## src/design/lse_pkg.sv

```systemverilog
`default_nettype none
// ----------------------------------------------------------------------------
// lse_pkg
// Shared types and codes for the leaky integrate-and-fire layer engine.
// ----------------------------------------------------------------------------
package lse_pkg;

   typedef logic [1:0]         mode_type;
   typedef logic [9:0]         pre_index_type;
   typedef logic [7:0]         post_index_type;
   typedef logic signed [15:0] weight_type;
   typedef logic signed [31:0] membrane_type;
   typedef logic [30:0]        threshold_type;
   typedef logic [8:0]         decay_type;
   typedef logic [1:0]         csr_index_type;
   typedef logic [31:0]        csr_data_type;

   localparam mode_type MODE_LOAD  = 2'd0;
   localparam mode_type MODE_CLEAR = 2'd1;
   localparam mode_type MODE_SPIKE = 2'd2;
   localparam mode_type MODE_EVAL  = 2'd3;

   localparam csr_index_type CSR_FIRE_THRESHOLD = 2'd0;
   localparam csr_index_type CSR_DECAY_FACTOR   = 2'd1;

   localparam threshold_type THRESHOLD_RESET = 31'd256;
   localparam decay_type     DECAY_RESET     = 9'd192;

   localparam membrane_type MEMBRANE_MAX = 32'sh7FFF_FFFF;
   localparam membrane_type MEMBRANE_MIN = 32'sh8000_0000;

endpackage
`default_nettype wire

```

## src/design/lse_leak_unit.sv

```systemverilog
`default_nettype none
// ----------------------------------------------------------------------------
// lse_leak_unit
// Membrane leak: registered v*decay, then arithmetic shift by 8 and saturate.
// ----------------------------------------------------------------------------
module lse_leak_unit (
   input  wire logic                  clock,
   input  wire logic                  load,
   input  wire lse_pkg::membrane_type value,
   input  wire lse_pkg::decay_type    decay,
   output lse_pkg::membrane_type      result
);

   logic signed [41:0] prod_in;
   logic signed [41:0] prod_ff;
   logic signed [33:0] shifted;

   assign prod_in = 42'(value) * 42'($signed({1'b0, decay}));

   always_ff @(posedge clock) begin
      if (load) begin
         prod_ff <= prod_in;
      end
   end

   // arithmetic shift is floor division by 256
   assign shifted = $signed(prod_ff[41:8]);

   always_comb begin
      priority if (shifted > 34'(lse_pkg::MEMBRANE_MAX)) begin
         result = lse_pkg::MEMBRANE_MAX;
      end else if (shifted < 34'(lse_pkg::MEMBRANE_MIN)) begin
         result = lse_pkg::MEMBRANE_MIN;
      end else begin
         result = shifted[31:0];
      end
   end

endmodule
`default_nettype wire

```

## config.mk

```make
export PLATFORM = sky130hd
export DESIGN_NAME = lse_leak_unit
export DESIGN_NICKNAME = d
export VERILOG_FILES = /design/src/design/lse_pkg.sv /design/src/design/lse_leak_unit.sv
export SDC_FILE = /design/constraint.sdc
export NUM_CORES = 1
export LEC_CHECK = 0
export ABC_CLOCK_PERIOD_IN_PS = 7200
export BUFFER_PORTS_ARGS = -buffer_cell sky130_fd_sc_hd__buf_2
export CAP_MARGIN = 5
export CORE_UTILIZATION = 50
export CTS_BUF_LIST = sky130_fd_sc_hd__clkbuf_2
export DETAILED_ROUTE_END_ITERATION = 7
export PLACE_DENSITY = 0.75
export SYNTH_ARGS = -nofsm -noshare
export SYNTH_HDL_FRONTEND = slang
export SYNTH_SLANG_ARGS = --single-unit
export TNS_END_PERCENT = 10
```

## constraint.sdc

```tcl
create_clock -name clock -period 7.2 [get_ports clock]
set_input_delay 1.44 -clock clock [delete_from_list [all_inputs] [get_ports clock]]
set_output_delay 1.44 -clock clock [all_outputs]
set_load 0.02 [all_outputs]
```

== Word level (Yosys, flattened, before mapping) ==
Index checks and enable logic that the tools add are counted.
W data, S select, Z words.
Cells by class
  $mul: 1
  order comparisons: 2
  mux-type cells: 2
Operators with widths (count)
  $mux W32: 2
  $mul A32 B10 Y42: 1
  $gt A34 B32 Y1 const B: 1
  $lt A34 B32 Y1 const B: 1
Storage, ports and cells
  register bits: 42
  input bits: 43
  output and inout port bits: 32
  word-level logic and storage cells: 6

== Longest topological paths before layout ==
  depth after elaboration: 3
  mapped depth: 21
  mapped depth without buffers: 20

== Worst setup path before layout ==
No wires, ideal clock.
  kind: input -> register
  from: in decay[3]
  to: reg prod_ff[29] (data pin)
  setup time: 265 ps
  arrival: 6446 ps
  slack: 488 ps
  stages on the path: 21
  path buffers: 1
  cells stage by stage: clkbuf_1 nand2_1 fa_1 inv_1 fa_1 inv_1 fa_1 inv_1 fa_1 inv_1 fa_1 inv_1 ha_1 a21oi_1 o21ai_0 a32oi_2 a211oi_1 or4_4 a31oi_4 mux2i_1 nand2_1
On the way
  longest elaborated chain between the ends: 1
RTL lines
  start, declared: RTL line lse_leak_unit.sv:10  | input wire lse_pkg::decay_type decay,
  $mul A32 B10 Y42: RTL line lse_leak_unit.sv:18  | assign prod_in = 42'(value) * 42'($signed({1'b0, decay}));
  via prod_in[29]: RTL line lse_leak_unit.sv:14  | logic signed [41:0] prod_in;
  end signal, assigned: RTL line lse_leak_unit.sv:22  | prod_ff <= prod_in;
  end, declared: RTL line lse_leak_unit.sv:15  | logic signed [41:0] prod_ff;
The timed path passes the listed nets, and every way through them passes these cells.
A chain may end at the register's enable or synchronous reset.

== Worst setup path after layout ==
  from: in decay[5]
  to: reg prod_ff[29] (data pin)
The elaborated chain is that of the path after synthesis.

==> out/summary.txt <==
crit path kind = in -> reg
status = complete, no violations
Die H = 150 um
clock slew seen by the registers of the worst setup and hold paths = 0.18 ns
# DRC = 0
Tmin final = 6.69 ns
NumNets Final = 1,644
Post-CTS Setup Inserts = 0
CTS root buf = clkbuf_2
Max VDD drop = 0.251 mV
Longest Clk Path Bufs = 2
total gr overflow = 0
Internal Dissipation = 0.00283 W
Largest register FFs = 34
CP endpoint kind = register
register area share after synthesis = 9.34%
Max transition margin = 29.0%
measured slew at the worst slew-check pin = 1.06 ns
Max-Cap Viols = 0
die area = 0.0224 mm2
Die Width = 150 um
Iter 0 DRT Violations = 386
fill cell count = 1,958
largest reg by FF count = prod_ff
RSZ-0062 raised after global routing = false
top cells by area, synth = fa_1, ha_1, edfxtp_1
count of cell types in the netlist = 45
Total Power = 0.00591 W
Hold WC Path Type = in -> reg
initial antenna violation count = 2
logic gate share of total power = 87.3%
post-synth top area share = 42.7%
cell taking the most area after synthesis = fa_1
GP Congestion = 0.855
number of buffers created by CTS = 5
Post-synth EDFFs = 34
final hold viol count = 0
Initial Utilization = 51.5%
Syn Inst Count = 1,232
Hold Buf Count CTS = 0
Syn Area/Cell = 8.87 um2
setup TNS = 0 ns
CORE AREA = 0.0212 mm2
share of power burned in registers = 10.0%
H-tree levels = 2
Max Slew Vio Count = 0
vias in the first global route = 8,566
FF+latch count, synth = 34
Synth Flop Type = edfxtp_1
period utilisation layout = 92.9%
Largest regs = prod_ff x34
clk sinks = 34
Clk pwr share = 2.7%
FMAX = 149 MHz
wire per inst = 15.4 um
CTS tree = done
P_sw = 0.00307 W
Mapped Nets = 1,595
I/O Buffers = 74
Synthesis Warnings = 0
switch share = 52.0%
final core occ = 55.3%
nature of the critical path startpoint = primary input
largest net degree at the start of global routing = 35
I/O pin cnt = 75
routed vias/inst = 5.13
worst path required time = 7.34 ns
most common cell after layout, fill and taps aside = inv_1
first-pass GRT wire length = 41,200 um
detailed-route via count = 7,994
most frequent cells in the layout = inv_1, fa_1, nand2_1
Routed WL = 24,100 um
P&R area growth vs syn = 7.41%
DP HPWL = 20,400 um
antenna viol nets, final = 0
Resized cells post-CTS = 0
WP data arrival = 6.83 ns
drt first pass iters = 7
power density over cell area = 503 mW/mm2
worst-path maximum fanout = 25
gr usage total = 23.4%
ys async rst share = 0%
endpoints failing setup = 0
Rows = 53
mapped cell area = 0.0109 mm2
static leakage = 6.26 nW
share of layout cells above drive strength 1 = 9.13%
[cell usage after synthesis (all sizes together) (2+ instances only)]
cell	instances
o21bai	5
mux2i	2
nor3	7
nor2b	4
nor2	76
xnor2	27
a21oi	34
nand4	6
a21o	9
nor4	2
edfxtp	34
nand3	6
nand3b	2
o211ai	2
and2	117
and3	6
a211oi	4
fa	233
o21ai	13
nand2b	5
inv	272
clkbuf	56
nand2	193
a2111oi	2
ha	87
xor2	11
a31oi	5
[layer usage]
metal  routed length [um]  global-route usage, %  up-vias
met5                    0                      0        -
met4                  359                   5.56        0
met3                 1780                   3.78       27
met2                11200                   38.1      276
met1                10800                   32.7     3940
li1                     -                      -     3751
[final timing paths]
path / startpoint / to / slack (ns) / cells after the start
worst max-delay path: decay[5] / prod_ff[29]$_DFFE_PP_ / 0.51 / 20
worst min-delay path: load / prod_ff[10]$_DFFE_PP_ / 1.64 / 1
[per-stage QoR]
stage / hold WS [ns] / setup slack (ns) / std cells / area (um2)
global route: 1.63 / 0.302 / 1559 / 11700
detailed placement: 1.98 / 0.101 / 1548 / 11600
global placement: 1.97 / 0.189 / 1548 / 11600
CTS: 1.62 / 0.540 / 1556 / 11700
finish: 1.64 / 0.510 / 1559 / 11700
floorplan: 1.55 / 0.488 / 1232 / 10900
[layout make-up]
class	instances	area, um2	area share, %
inverters	272	1020	8.70
clock inverters	3	68.8	0.586
well taps	275	344	2.93
repair buffers	98	571	4.86
multi-input cells	870	8680	74.0
clock buffers	5	25.0	0.213
flip-flops and latches	34	1020	8.70
diodes	2	5.00	0.0426
[logic make-up after synthesis]
group,after synthesis,synth area share [%]
buffers and inverters,328,11.3
xor gates and xnor gates,38,3.05
muxes,2,0.183
and+or+nand+nor,427,18.3
adders and majority gates,320,52.7
DFF,34,9.34
AOI/OAI and AO/OA,83,5.26
[critical path, cell delays in order]
cell and delay [ns]:
buf_2 0.45, nand2_1 0.16, fa_1 0.54, inv_1 0.05, fa_1 0.46, fa_1 0.52
fa_1 0.55, inv_1 0.06, fa_1 0.53, inv_1 0.04, ha_1 0.30, buf_4 0.15
nand4_1 0.09, nor3_1 0.07, a32oi_2 0.26, a211oi_1 0.11, or4_4 0.55, a31oi_4 0.22
mux2i_1 0.20, nand2_1 0.06
[power groups by stage]
stage                     clock network (W)  registers (W)  logic, W
after global placement                    0       0.000598   0.00497
after detailed placement                  0       0.000599   0.00513
after global routing               0.000171       0.000605   0.00585
final                              0.000159       0.000594   0.00515
after CTS                          0.000164       0.000594   0.00514
after floorplan                           0       0.000589   0.00388
Power figures use the tool's default switching activity.
